===== config.mk =====
export PLATFORM = sky130hd
export DESIGN_NAME = scoped_symbol_table
export DESIGN_NICKNAME = d
export VERILOG_FILES = /design/src/hw/rtl/sst_pkg.sv /design/src/hw/rtl/sst_ctrl.sv /design/src/hw/rtl/sst_datapath.sv /design/src/hw/rtl/scoped_symbol_table.sv
export SDC_FILE = /design/constraint.sdc
export NUM_CORES = 2
export LEC_CHECK = 0
export BUFFER_PORTS_ARGS = -buffer_cell sky130_fd_sc_hd__buf_2
export CORE_MARGIN = 3
export CORE_UTILIZATION = 45
export DETAILED_ROUTE_END_ITERATION = 12
export MAX_ROUTING_LAYER = met4
export PLACE_DENSITY = 0.69
export SYNTH_ARGS = -nofsm -noshare
export SYNTH_HDL_FRONTEND = slang
export SYNTH_MEMORY_MAX_BITS = 65536
export SYNTH_SLANG_ARGS = --single-unit

===== constraint.sdc =====
create_clock -name clk -period 10.7 [get_ports clk]
set_clock_uncertainty 0.2 [all_clocks]
set_input_delay 2.14 -clock clk [delete_from_list [all_inputs] [get_ports clk]]
set_output_delay 2.14 -clock clk [all_outputs]
set_load 0.02 [all_outputs]

===== src/hw/rtl/sst_pkg.sv =====
// shared types, sizes and codes of the scoped symbol table
`default_nettype none

package sst_pkg;

    // sizing
    localparam int MAX_ENTRIES  = 64;
    localparam int MAX_SCOPES   = 16;
    localparam int PAYLOAD_BITS = 32;

    localparam int KEY_W       = 32;
    localparam int OP_W        = 3;
    localparam int STATUS_W    = 3;
    localparam int CNT_W       = $clog2(MAX_ENTRIES + 1);
    localparam int ADDR_W      = $clog2(MAX_ENTRIES);
    localparam int SCOPE_CNT_W = $clog2(MAX_SCOPES + 1);
    localparam int LEVEL_W     = $clog2(MAX_SCOPES);

    // port field widths
    localparam int PAY_FIELD_W   = 32;
    localparam int LEVEL_FIELD_W = 4;
    localparam int COUNT_FIELD_W = 5;
    localparam int S_TDATA_W     = 64;
    localparam int S_TUSER_W     = 3;
    localparam int M_TDATA_W     = 48;
    localparam int M_TUSER_W     = 4;

    typedef enum logic [OP_W-1:0] {
        OP_PUSH         = 3'd0,
        OP_POP          = 3'd1,
        OP_DECLARE      = 3'd2,
        OP_LOOKUP       = 3'd3,
        OP_LOOKUP_LOCAL = 3'd4
    } op_t;

    typedef enum logic [STATUS_W-1:0] {
        STS_OK        = 3'd0,
        STS_DUP       = 3'd1,
        STS_NOT_FOUND = 3'd2,
        STS_UNDERFLOW = 3'd3,
        STS_FULL      = 3'd4,
        STS_DEPTH     = 3'd5
    } status_t;

    typedef enum logic [1:0] {
        ST_IDLE,
        ST_SCAN,
        ST_FINISH
    } state_t;

    // one slot of the symbol store
    typedef struct packed {
        logic [LEVEL_W-1:0]      level;
        logic [PAYLOAD_BITS-1:0] payload;
        logic [KEY_W-1:0]        key;
    } entry_t;

    // controller to datapath
    typedef struct packed {
        logic start;
        logic scan;
        logic commit;
    } ctrl_cmd_t;

    // datapath to controller
    typedef struct packed {
        logic scan_done;
        logic out_free;
    } dp_status_t;

endpackage

`default_nettype wire


===== src/hw/rtl/sst_ctrl.sv =====
// controller state machine of the scoped symbol table
`default_nettype none

module sst_ctrl
    import sst_pkg::*;
(
    input  wire logic       clk,
    input  wire logic       rst_n,
    input  wire logic       in_valid,
    output logic            in_ready,
    input  wire dp_status_t dp_status,
    output ctrl_cmd_t       cmd
);

    state_t state_reg;
    state_t state_next;

    // state register
    always_ff @(posedge clk or negedge rst_n)
    begin
        if (!rst_n)
        begin
            state_reg <= ST_IDLE;
        end
        else
        begin
            state_reg <= state_next;
        end
    end

    // next state
    always_comb
    begin
        state_next = state_reg;
        unique case (state_reg)
            ST_IDLE:
            begin
                if (in_valid)
                begin
                    state_next = ST_SCAN;
                end
            end
            ST_SCAN:
            begin
                if (dp_status.scan_done)
                begin
                    state_next = ST_FINISH;
                end
            end
            ST_FINISH:
            begin
                if (dp_status.out_free)
                begin
                    state_next = ST_IDLE;
                end
            end
            default:
            begin
                state_next = ST_IDLE;
            end
        endcase
    end

    // commands
    always_comb
    begin
        in_ready   = 1'b0;
        cmd        = '0;
        unique case (state_reg)
            ST_IDLE:
            begin
                in_ready  = 1'b1;
                cmd.start = in_valid;
            end
            ST_SCAN:
            begin
                cmd.scan = 1'b1;
            end
            ST_FINISH:
            begin
                cmd.commit = dp_status.out_free;
            end
            default:
            begin
                in_ready = 1'b0;
            end
        endcase
    end

    // a result is only written into a free output slot
    a_commit_free: assert property (@(posedge clk) disable iff (!rst_n)
        cmd.commit |-> dp_status.out_free)
        else $error("commit while output slot is taken");

    // an accepted item always starts a scan
    a_start_scan: assert property (@(posedge clk) disable iff (!rst_n)
        cmd.start |=> state_reg == ST_SCAN)
        else $error("accepted beat did not enter scan");

    // no new beat is taken while an item is in work
    a_ready_idle: assert property (@(posedge clk) disable iff (!rst_n)
        (cmd.scan || cmd.commit) |-> !in_ready)
        else $error("ready raised during work on an item");

endmodule

`default_nettype wire


===== src/hw/rtl/sst_datapath.sv =====
// symbol store, scope starts, scan pointer and result register
`default_nettype none

module sst_datapath
    import sst_pkg::*;
(
    input  wire logic                     clk,
    input  wire logic                     rst_n,
    input  wire ctrl_cmd_t                cmd,
    output dp_status_t                    dp_status,
    input  wire logic [OP_W-1:0]          in_opcode,
    input  wire logic [KEY_W-1:0]         in_key,
    input  wire logic [PAY_FIELD_W-1:0]   in_payload,
    output logic                          out_valid,
    input  wire logic                     out_ready,
    output logic [STATUS_W-1:0]           out_status,
    output logic                          out_found,
    output logic [PAY_FIELD_W-1:0]        out_payload,
    output logic [LEVEL_FIELD_W-1:0]      out_level,
    output logic [COUNT_FIELD_W-1:0]      out_count
);

    // item registers
    op_t                     op_reg;
    logic [KEY_W-1:0]        key_reg;
    logic [PAYLOAD_BITS-1:0] pay_reg;

    // table state
    logic [CNT_W-1:0]        count_reg;
    logic [CNT_W-1:0]        count_next;
    logic [SCOPE_CNT_W-1:0]  open_reg;
    logic [SCOPE_CNT_W-1:0]  open_next;
    logic [CNT_W-1:0]        scope_start_reg [MAX_SCOPES];
    entry_t                  mem [MAX_ENTRIES];

    // scan state
    logic [CNT_W-1:0]        lo_reg;
    logic [CNT_W-1:0]        lo_next;
    logic [CNT_W-1:0]        ptr_reg;
    logic [CNT_W-1:0]        ptr_m1;
    logic                    rd_valid_reg;
    entry_t                  rd_data_reg;
    logic                    rd_en;
    logic                    match;
    logic                    scan_done;
    logic                    hit_reg;
    logic [PAYLOAD_BITS-1:0] hit_pay_reg;
    logic [LEVEL_W-1:0]      hit_lvl_reg;

    // commit decode
    logic [SCOPE_CNT_W-1:0]  open_m1;
    logic [CNT_W-1:0]        inner_start;
    logic                    ss_we;
    logic [LEVEL_W-1:0]      ss_widx;
    logic                    mem_we;
    entry_t                  mem_wdata;
    status_t                 sts;
    logic                    found;
    logic [PAYLOAD_BITS-1:0] fpay;
    logic [LEVEL_W-1:0]      flvl;

    // result register
    logic                    out_valid_reg;
    status_t                 out_status_reg;
    logic                    out_found_reg;
    logic [PAYLOAD_BITS-1:0] out_pay_reg;
    logic [LEVEL_W-1:0]      out_lvl_reg;
    logic [SCOPE_CNT_W-1:0]  out_cnt_reg;

    // start of the innermost scope
    assign open_m1     = open_reg - 1'b1;
    assign inner_start = scope_start_reg[open_m1[LEVEL_W-1:0]];

    // lower bound of the search range for a new item
    always_comb
    begin
        lo_next = count_reg;
        case (op_t'(in_opcode)) inside
            OP_LOOKUP:
            begin
                lo_next = '0;
            end
            OP_DECLARE, OP_LOOKUP_LOCAL:
            begin
                if (open_reg != '0)
                begin
                    lo_next = inner_start;
                end
            end
            default:
            begin
                lo_next = count_reg;
            end
        endcase
    end

    // scan: one read per cycle, newest entry first
    assign ptr_m1    = ptr_reg - 1'b1;
    assign rd_en     = cmd.scan && (ptr_reg > lo_reg);
    assign match     = rd_valid_reg && (rd_data_reg.key == key_reg);
    assign scan_done = match || (!rd_valid_reg && (ptr_reg == lo_reg));

    always_ff @(posedge clk or negedge rst_n)
    begin
        if (!rst_n)
        begin
            rd_valid_reg <= 1'b0;
        end
        else
        begin
            rd_valid_reg <= rd_en;
        end
    end

    always_ff @(posedge clk)
    begin
        if (cmd.start)
        begin
            op_reg  <= op_t'(in_opcode);
            key_reg <= in_key;
            pay_reg <= in_payload[PAYLOAD_BITS-1:0];
            lo_reg  <= lo_next;
            ptr_reg <= count_reg;
        end
        else if (rd_en)
        begin
            ptr_reg <= ptr_m1;
        end
        if (cmd.scan && scan_done)
        begin
            hit_reg     <= match;
            hit_pay_reg <= rd_data_reg.payload;
            hit_lvl_reg <= rd_data_reg.level;
        end
    end

    // symbol store, one write and one registered read port
    always_ff @(posedge clk)
    begin
        if (cmd.commit && mem_we)
        begin
            mem[count_reg[ADDR_W-1:0]] <= mem_wdata;
        end
        if (rd_en)
        begin
            rd_data_reg <= mem[ptr_m1[ADDR_W-1:0]];
        end
    end

    // effect of the item on the table and its result
    always_comb
    begin
        count_next = count_reg;
        open_next  = open_reg;
        ss_we      = 1'b0;
        ss_widx    = open_reg[LEVEL_W-1:0];
        mem_we     = 1'b0;
        mem_wdata  = '{level: open_m1[LEVEL_W-1:0], payload: pay_reg, key: key_reg};
        sts        = STS_OK;
        found      = 1'b0;
        fpay       = '0;
        flvl       = '0;
        unique case (op_reg)
            OP_PUSH:
            begin
                if (open_reg >= SCOPE_CNT_W'(MAX_SCOPES))
                begin
                    sts = STS_DEPTH;
                end
                else
                begin
                    ss_we     = 1'b1;
                    open_next = open_reg + 1'b1;
                end
            end
            OP_POP:
            begin
                if (open_reg == '0)
                begin
                    sts = STS_UNDERFLOW;
                end
                else
                begin
                    open_next  = open_m1;
                    count_next = inner_start;
                end
            end
            OP_DECLARE:
            begin
                if (hit_reg)
                begin
                    sts = STS_DUP;
                end
                else if (count_reg >= CNT_W'(MAX_ENTRIES))
                begin
                    sts = STS_FULL;
                end
                else
                begin
                    // no scope open: the outermost one opens here
                    if (open_reg == '0)
                    begin
                        ss_we           = 1'b1;
                        ss_widx         = '0;
                        open_next       = SCOPE_CNT_W'(1);
                        mem_wdata.level = '0;
                    end
                    mem_we     = 1'b1;
                    count_next = count_reg + 1'b1;
                end
            end
            OP_LOOKUP, OP_LOOKUP_LOCAL:
            begin
                if (hit_reg)
                begin
                    found = 1'b1;
                    fpay  = hit_pay_reg;
                    flvl  = hit_lvl_reg;
                end
                else
                begin
                    sts = STS_NOT_FOUND;
                end
            end
            default:
            begin
                sts = STS_OK;
            end
        endcase
    end

    // table counters
    always_ff @(posedge clk or negedge rst_n)
    begin
        if (!rst_n)
        begin
            count_reg <= '0;
            open_reg  <= '0;
        end
        else if (cmd.commit)
        begin
            count_reg <= count_next;
            open_reg  <= open_next;
        end
    end

    // scope start array
    always_ff @(posedge clk)
    begin
        if (cmd.commit && ss_we)
        begin
            scope_start_reg[ss_widx] <= count_reg;
        end
    end

    // result register
    always_ff @(posedge clk or negedge rst_n)
    begin
        if (!rst_n)
        begin
            out_valid_reg <= 1'b0;
        end
        else if (cmd.commit)
        begin
            out_valid_reg <= 1'b1;
        end
        else if (out_ready)
        begin
            out_valid_reg <= 1'b0;
        end
    end

    always_ff @(posedge clk)
    begin
        if (cmd.commit)
        begin
            out_status_reg <= sts;
            out_found_reg  <= found;
            out_pay_reg    <= fpay;
            out_lvl_reg    <= flvl;
            out_cnt_reg    <= open_next;
        end
    end

    assign dp_status.scan_done = scan_done;
    assign dp_status.out_free  = !out_valid_reg || out_ready;

    assign out_valid   = out_valid_reg;
    assign out_status  = out_status_reg;
    assign out_found   = out_found_reg;
    assign out_payload = PAY_FIELD_W'(out_pay_reg);
    assign out_level   = LEVEL_FIELD_W'(out_lvl_reg);
    assign out_count   = COUNT_FIELD_W'(out_cnt_reg);

    // store writes decode only from a declare
    a_mem_we_commit: assert property (@(posedge clk) disable iff (!rst_n)
        mem_we |-> op_reg == OP_DECLARE)
        else $error("store write decoded outside a declare");

    // depth and fill stay in range
    a_bounds: assert property (@(posedge clk) disable iff (!rst_n)
        (open_reg <= SCOPE_CNT_W'(MAX_SCOPES)) && (count_reg <= CNT_W'(MAX_ENTRIES)))
        else $error("scope depth or entry count out of range");

    // scan never runs below the range bound
    a_ptr_bound: assert property (@(posedge clk) disable iff (!rst_n)
        cmd.scan |-> (ptr_reg >= lo_reg) && (lo_reg <= count_reg))
        else $error("scan pointer below range bound");

    // table state moves only at commit
    a_state_hold: assert property (@(posedge clk) disable iff (!rst_n)
        !cmd.commit |=> $stable(count_reg) && $stable(open_reg))
        else $error("table state changed without commit");

endmodule

`default_nettype wire


===== src/hw/rtl/scoped_symbol_table.sv =====
// top level of the scoped symbol table
//
// channel   dir  handshake                     payload
// s_axis    in   s_axis_tvalid/s_axis_tready   tuser: opcode; tdata: key, payload
// m_axis    out  m_axis_tvalid/m_axis_tready   tuser: status, found;
//                                              tdata: payload, level, scope count
//
// push, pop, declare into an empty scope and unused opcodes give their result without
// reading the store; a search reads the symbol store through its one read port,
// one entry per cycle,
// newest first, and stops at the first match.
// one item is in work at a time; the next beat is taken once the result is in
// the output register, even while that result still waits on m_axis_tready.
// reset empties the table at once (no clearing pass) and drops any pending result.
`default_nettype none

module scoped_symbol_table
    import sst_pkg::*;
(
    input  wire logic                  clk,
    input  wire logic                  rst_n,
    input  wire logic                  s_axis_tvalid,
    output logic                       s_axis_tready,
    // [31:0] symbol_key, [63:32] symbol_payload
    input  wire logic [S_TDATA_W-1:0]  s_axis_tdata,
    // [2:0] opcode
    input  wire logic [S_TUSER_W-1:0]  s_axis_tuser,
    output logic                       m_axis_tvalid,
    input  wire logic                  m_axis_tready,
    // [31:0] found_payload, [35:32] found_level, [40:36] scope_count, [47:41] zero
    output logic [M_TDATA_W-1:0]       m_axis_tdata,
    // [2:0] status, [3] found
    output logic [M_TUSER_W-1:0]       m_axis_tuser
);

    ctrl_cmd_t                  cmd;
    dp_status_t                 dp_status;
    logic [STATUS_W-1:0]        out_status;
    logic                       out_found;
    logic [PAY_FIELD_W-1:0]     out_payload;
    logic [LEVEL_FIELD_W-1:0]   out_level;
    logic [COUNT_FIELD_W-1:0]   out_count;

    // sequencing
    sst_ctrl u_ctrl
    (
        .clk       (clk),
        .rst_n     (rst_n),
        .in_valid  (s_axis_tvalid),
        .in_ready  (s_axis_tready),
        .dp_status (dp_status),
        .cmd       (cmd)
    );

    // storage and search
    sst_datapath u_datapath
    (
        .clk         (clk),
        .rst_n       (rst_n),
        .cmd         (cmd),
        .dp_status   (dp_status),
        .in_opcode   (s_axis_tuser[OP_W-1:0]),
        .in_key      (s_axis_tdata[KEY_W-1:0]),
        .in_payload  (s_axis_tdata[KEY_W+PAY_FIELD_W-1:KEY_W]),
        .out_valid   (m_axis_tvalid),
        .out_ready   (m_axis_tready),
        .out_status  (out_status),
        .out_found   (out_found),
        .out_payload (out_payload),
        .out_level   (out_level),
        .out_count   (out_count)
    );

    // result beat packing
    assign m_axis_tuser = {out_found, out_status};
    assign m_axis_tdata = {{(M_TDATA_W - PAY_FIELD_W - LEVEL_FIELD_W - COUNT_FIELD_W){1'b0}},
                           out_count, out_level, out_payload};

endmodule

`default_nettype wire


# --- Word-level counts from Yosys, hierarchy flattened ---
# Memories as Yosys holds them, arrays and structs flattened. A register that Yosys moved wholly into a read port is not among the register bits.
# Index checks and enable logic that the tools add are counted.
word_totals:
  regBits: 179
  latch_bits: 0
  mem_bits_rw: 4464
  romBits: 0
  input_bits: 71
  output_inout_bits: 54
  memories: 2
op_classes:
  n_addsub: 4
  multipliers: 0
  div: 0
  magnitude_cmp: 3
  n_eq_ne: 17
  shift: 0
  mux: 51
  n_bitwise: 0
  reduce_logical: 22
memory_table:
  columns: ["memory", "words", "width", "read_ports", "rd_ports_with_merged_regs", "wr", "line", "rtl"]
  rows:
  - ["u_datapath.mem", 64, 68, 1, 1, 1, "sst_datapath.sv:34", "entry_t mem [MAX_ENTRIES];"]
  - ["u_datapath.scope_start_reg", 16, 7, 1, 0, 1, "sst_datapath.sv:33", "logic [CNT_W-1:0] scope_start_reg [MAX_SCOPES];"]
ops:
  columns: ["operator", "count"]
  rows:
  - ["7-bit two-way mux", 7]
  - ["32-bit equality test", 1]
  - ["4-bit two-way mux", 8]
  - ["5-bit two-way mux", 5]
  - ["1-bit two-way mux", 18]
  - ["5-bit one-hot mux with 3 select lines", 1]
  - ["7-bit one-hot mux with 2 select lines", 1]
  - ["3-bit by 2-bit equality test with 1-bit output (second input constant)", 4]
  - ["3-bit one-hot mux with 4 select lines", 1]
  - ["2-bit two-way mux", 5]
  - ["3-bit two-way mux", 3]
  - ["2-bit inequality test (second input constant)", 4]
  - ["7-bit by 1-bit adder with 7-bit output (second input constant)", 1]
  - ["7-bit equality test", 1]
  - ["7-bit >= comparator (second input constant)", 1]
  - ["7-bit > comparator", 1]
  - ["7-bit by 1-bit subtractor with 7-bit output (second input constant)", 1]
  - ["3-bit equality test (second input constant)", 2]
  - ["1-bit logical AND", 6]
  - ["2-bit one-hot mux with 3 select lines", 1]
  - ["2-bit nonzero test", 3]
  - ["5-bit by 1-bit adder with 5-bit output (second input constant)", 1]
  - ["5-bit >= comparator (second input constant)", 1]
  - ["5-bit logical NOT", 1]
  - ["15 further kinds", 19]

# --- Longest topological paths before layout ---
logic_depth:
  word_depth: 8
  ltp_mapped: 14

# --- By module ---
# Synthesis repeated with hierarchy kept, for this count alone.
hier_totals:
  cells_unflattened: 8010
  hier_area_um2: 179582.2
by_module_without_submodules:
  columns: ["module", "n_inst", "cells_each", "area_each_um2", "seq_area_each_um2"]
  rows:
  - ["sst_datapath", 1, 7989, 179398.3, 141335.6]
  - ["sst_ctrl", 1, 12, 120.1, 50.0]
  - ["scoped_symbol_table", 1, 9, 63.8, 0.0]

# --- Worst setup path before layout ---
# No wires, ideal clock.
synth_timing:
  path_type: "reg2reg"
  from: "register u_datapath.ptr_reg[0]"
  to: "register u_datapath.ptr_reg[0], enable pin"
  t_arrival_ns: 7.318
  required_time_ns: 10.176
  setup_slack_ns: 2.858
  path_stages_with_launch: 12
  period_less_slack_ns: 7.842
  path_cell_list: "edfxtp_1 > buf_4 > buf_4 > buf_4 > inv_1 > ha_1 > nor2b_1 > o21a_1 > o21a_1 > o21bai_1 > a211oi_1 > or2_2"
synth_between:
  elab_chain_len: 3
synth_rtl:
  columns: ["element", "line", "rtl"]
  rows:
  - ["start, declared", "sst_datapath.sv:39", "logic [CNT_W-1:0] ptr_reg;"]
  - ["start signal, assigned", "sst_datapath.sv:123", "ptr_reg <= count_reg;"]
  - ["start signal, assigned", "sst_datapath.sv:127", "ptr_reg <= ptr_m1;"]
  - ["7-bit > comparator", "sst_datapath.sv:99", "assign rd_en = cmd.scan && (ptr_reg > lo_reg);"]
  - ["1-bit logical AND", "sst_datapath.sv:99", null]
  - ["net u_datapath.rd_en", "sst_datapath.sv:43", "logic rd_en;"]
  - ["2-bit nonzero test (no line)", null, null]
# The timed path passes the listed nets, and every way through them passes these cells.
# A chain may end at the register's enable or synchronous reset.

# --- Final worst setup path ---
layout_timing:
  from: "input port m_axis_tready"
  to: "memory u_datapath.mem[47][2] (netlist bit), enable pin"
layout_between:
  elab_chain_len: 5
layout_rtl:
  columns: ["element", "line", "rtl"]
  rows:
  - ["start, declared", "scoped_symbol_table.sv:29", "input wire logic m_axis_tready,"]
  - ["1-bit logical OR", "sst_datapath.sv:286", "assign dp_status.out_free = !out_valid_reg || out_ready;"]
  - ["1-bit two-way mux", "sst_ctrl.sv:69", "unique case (state_reg)"]
  - ["1-bit logical AND", "sst_datapath.sv:140", "if (cmd.commit && mem_we)"]
  - ["1-bit two-way mux", "sst_datapath.sv:140", null]
  - ["1-bit two-way mux (implied by the code)", "sst_datapath.sv:142", "mem[count_reg[ADDR_W-1:0]] <= mem_wdata;"]
  - ["end, declared", "sst_datapath.sv:34", null]
# No other way between the ends.

==> Implementation_results.wiki <==
{| class="wikitable"
! Metric !! Value
|-
| Run status || finished clean
|-
| Layout cells sized above 1 || 26.3%
|-
| HPWL after detailed placement || 264 mm
|-
| Core Rows || 231
|-
| Endpoint class of the critical path || flop
|-
| Cell with the most instances after synthesis || sky130_fd_sc_hd__edfxtp_1
|-
| Power consumption || 57.1 mW
|-
| Max-slew violation count || 0
|-
| Worst reg-to-reg path cell count || 6
|-
| Hold Buf Count CTS || 0
|-
| Die ar. || 0.406 mm2
|-
| Clock-pin slew of the registers on the worst-case setup and hold paths || 0.06 ns
|-
| Sink Count || 4,711
|-
| Met2 demand-to-capacity share in global routing || 36.9%
|-
| Die Y-Extent || 637 um
|-
| Level count of the clock H-tree || 5
|-
| Setup TNS Final || 0 ns
|-
| CTS Buffer Depth || 4
|-
| Category of the worst setup path launch point || input port
|-
| Share of synthesized area occupied by flip-flops and latches || 78.9%
|-
| DRC violations left || 0
|-
| Leading area contributor after synthesis || sky130_fd_sc_hd__edfxtp_1
|-
| Category of the critical setup timing path || in2reg
|-
| Number of buffers inserted to repair setup after CTS || 0
|-
| Wire length per cell || 33.3 um
|-
| Fin util || 51.0%
|-
| Largest register FFs || 4,352
|-
| Global-route track usage on met3 || 3.96%
|-
| Number of detailed-route iterations in the first pass || 7
|-
| Clk pwr share || 27.6%
|-
| Crit path max fanout || 41
|-
| Count of flip-flops with a built-in enable after synthesis || 4,695
|-
| Initial antenna violation count || 22
|-
| Area added between synthesis and finish || 12.8%
|-
| Net Sw Frac || 33.7%
|-
| Area share of the largest cell type after synthesis || 78.7%
|-
| Worst vdd rail ir drop || 309 uV
|-
| Number of synthesized register bits || 4,711
|-
| Total Routing Usage GR || 23.4%
|-
| Fraction of power consumed by sequential logic || 37.3%
|-
| Hold Path Cell Cnt || 0
|-
| Count of synthesis-stage warnings from yosys || 0
|-
| IO Port Bufs || 117
|-
| Filler instances || 29,947
|-
| Area of combinational cells with multiple inputs || 0.0364 mm2
|-
| Data required time of the critical path || 11.11 ns
|-
| Number of global-route vias before repair || 85,833
|-
| Met1 Usage GRT || 31.0%
|-
| Total number of vias || 86,426
|-
| Total Nets Final || 8,390
|-
| Instance count of the mapped netlist || 7,887
|-
| Top post-synthesis cells by count || sky130_fd_sc_hd__edfxtp_1 (4,695), sky130_fd_sc_hd__mux4_2 (1,160), sky130_fd_sc_hd__nand2_1 (469)
|-
| DRT iter0 DRCs || 12,327
|-
| Clock insertion delay at the later pin of the skew report || 1.00 ns
|-
| Power dissipated by switching net loads || 19.3 mW
|-
| Minimum period implied by the final worst setup slack || 6.29 ns
|-
| Worst relative slew slack || 9.87%
|-
| Count of cells resized by post-cts repair || 0
|-
| Combinational fraction of design power || 35.1%
|-
| IO Pins || 125
|-
| Total global routing overflow || 0
|-
| Total area of sequential cells || 0.141 mm2
|-
| Final hold violation count || 0
|-
| Antenna viol nets, final || 0
|-
| Prevailing post-synth register cell || sky130_fd_sc_hd__edfxtp_1
|-
| Max-capacitance violation count || 0
|-
| Type of the most critical hold path || reg2reg
|-
| Total routed wirelength || 464 mm
|-
| Clock buffer count from CTS || 447
|-
| Worst path arrival time || 6.70 ns
|-
| Synthesized cell area || 0.179 mm2
|-
| Static leakage power || 62.9 nW
|-
| Routability Congestion || 0.840
|-
| Top area cells in the synthesized netlist || sky130_fd_sc_hd__edfxtp_1 (79%), sky130_fd_sc_hd__mux4_2 (15%), sky130_fd_sc_hd__mux2i_1 (1.3%), sky130_fd_sc_hd__nand2_1 (0.98%), sky130_fd_sc_hd__buf_2 (0.45%)
|-
| Clock tree from TritonCTS || yes
|-
| Measured slew at the worst slew-check pin || 1.35 ns
|-
| Mean Syn Cell Area || 22.7 um2
|-
| FMAX || 159 MHz
|-
| Ratio of routed vias to standard cells || 6.20
|-
| Die outline width || 637 um
|-
| Pin count of the biggest net entering global routing || 129
|-
| Grt peak-use layer || met2
|-
| Wire length of the first global-routing pass || 658 mm
|-
| Distinct cells, synth || 64
|-
| Clk Tree Root Cell || sky130_fd_sc_hd__clkbuf_16
|-
| RSZ-0062 raised after global routing || no
|-
| Number of endpoints failing setup at the final stage || 0
|-
| Core Footprint || 0.396 mm2
|-
| Internal power consumption || 37.8 mW
|-
| Crit share post-route || 58.8%
|-
| Starting density of the core || 45.2%
|-
| Power per standard cell area || 283 mW/mm2
|-
| FFs w/ async S/R, synth || 0.340%
|}
## layout make-up
class / count / share of cell area, %
antenna: 13 / 0.0161
clock buffer: 541 / 5.77
clock inverter: 285 / 1.46
inverter: 18 / 0.0365
multi-input combinational: 2728 / 18.0
sequential: 4711 / 70.0
tap: 5242 / 3.25
timing repair buffer: 398 / 1.43
## per-stage QoR
step                      cells  hold slack [ns]  instance area [um2]  setup slack (ns)
after global placement    13097            0.209               187000              3.63
after CTS                 13923            0.220               202000              4.67
after floorplan            7893            0.200               179000              2.86
final                     13936            0.223               202000              4.41
after detailed placement  13097            0.205               187000              3.61
after global routing      13930            0.239               202000              4.46
## path summary, 6_finish.rpt
check | start | to | slack (ns)
setup / recovery | m_axis_tready | u_datapath.mem[47][2] | 4.41
hold / removal | u_datapath.rd_data_reg[37] | u_datapath.hit_pay_reg[5] | 0.22
setup reg to reg | u_datapath.op_reg[0] | u_datapath.mem[47][2] | 4.78
hold reg to reg | u_datapath.rd_data_reg[37] | u_datapath.hit_pay_reg[5] | 0.22
max in group asynchronous | rst_n | u_datapath.open_reg[0] | 8.92
min in group asynchronous | rst_n | u_datapath.rd_valid_reg | 0.95
## per-layer routing
layer / wire length, um / share of wire, % / vias to the layer above
met3: 45500 / 9.8 / 815
met5: 0 / 0 / -
met4: 18200 / 3.9 / 0
li1: - / - / 34149
met1: 172000 / 37 / 46288
met2: 228000 / 49 / 5174
## worst max-delay path, stage by stage
cell and delay (ns):
sky130_fd_sc_hd__buf_2 0.11, sky130_fd_sc_hd__nand2b_1 0.51, sky130_fd_sc_hd__nand2b_1 0.49, sky130_fd_sc_hd__nor4b_1 0.89, sky130_fd_sc_hd__nand2_1 0.66, sky130_fd_sc_hd__nor2_4 1.13, sky130_fd_sc_hd__buf_4 0.68
## power groups by stage
stage / sequential, mW / clock (mW) / combinational, mW
after CTS: 21.3 / 16.0 / 20.2
after global placement: 21.7 / 0 / 19.9
after global routing: 21.3 / 16.7 / 20.9
after detailed placement: 21.7 / 0 / 20.1
final: 21.3 / 15.8 / 20.0
after floorplan: 21.8 / 0 / 12.7
## cell families after synthesis
kind of cell	count (synthesis)	synth area share, %
AO/OA/AOI/OAI	442	1.72
XOR/XNOR	43	0.219
adder cells (fa/ha/maj)	15	0.105
AND/OR/NAND/NOR	834	2.02
multiplexers	1387	15.9
buffers and inverters	454	1.14
flip-flops	4711	78.9
other	1	0.00209
## cells in the final DEF, fill, tap and decap left out, drive strengths merged, types with 11 or more instances in the layout
master / n
nor2b: 11
mux4: 1160
nor2: 137
clkbuf: 541
a22oi: 92
a311oi: 34
dfrtp: 16
o21ai: 19
nor4: 14
and2: 41
buf: 398
diode: 13
nor3: 20
edfxtp: 4695
nand2: 469
nand3: 93
a31oi: 40
o22ai: 42
xor2: 35
inv: 35
a21oi: 103
bufinv: 47
ha: 15
a32oi: 74
mux2i: 225
clkinv: 213
Note: power is estimated with default switching activity, not from simulation.
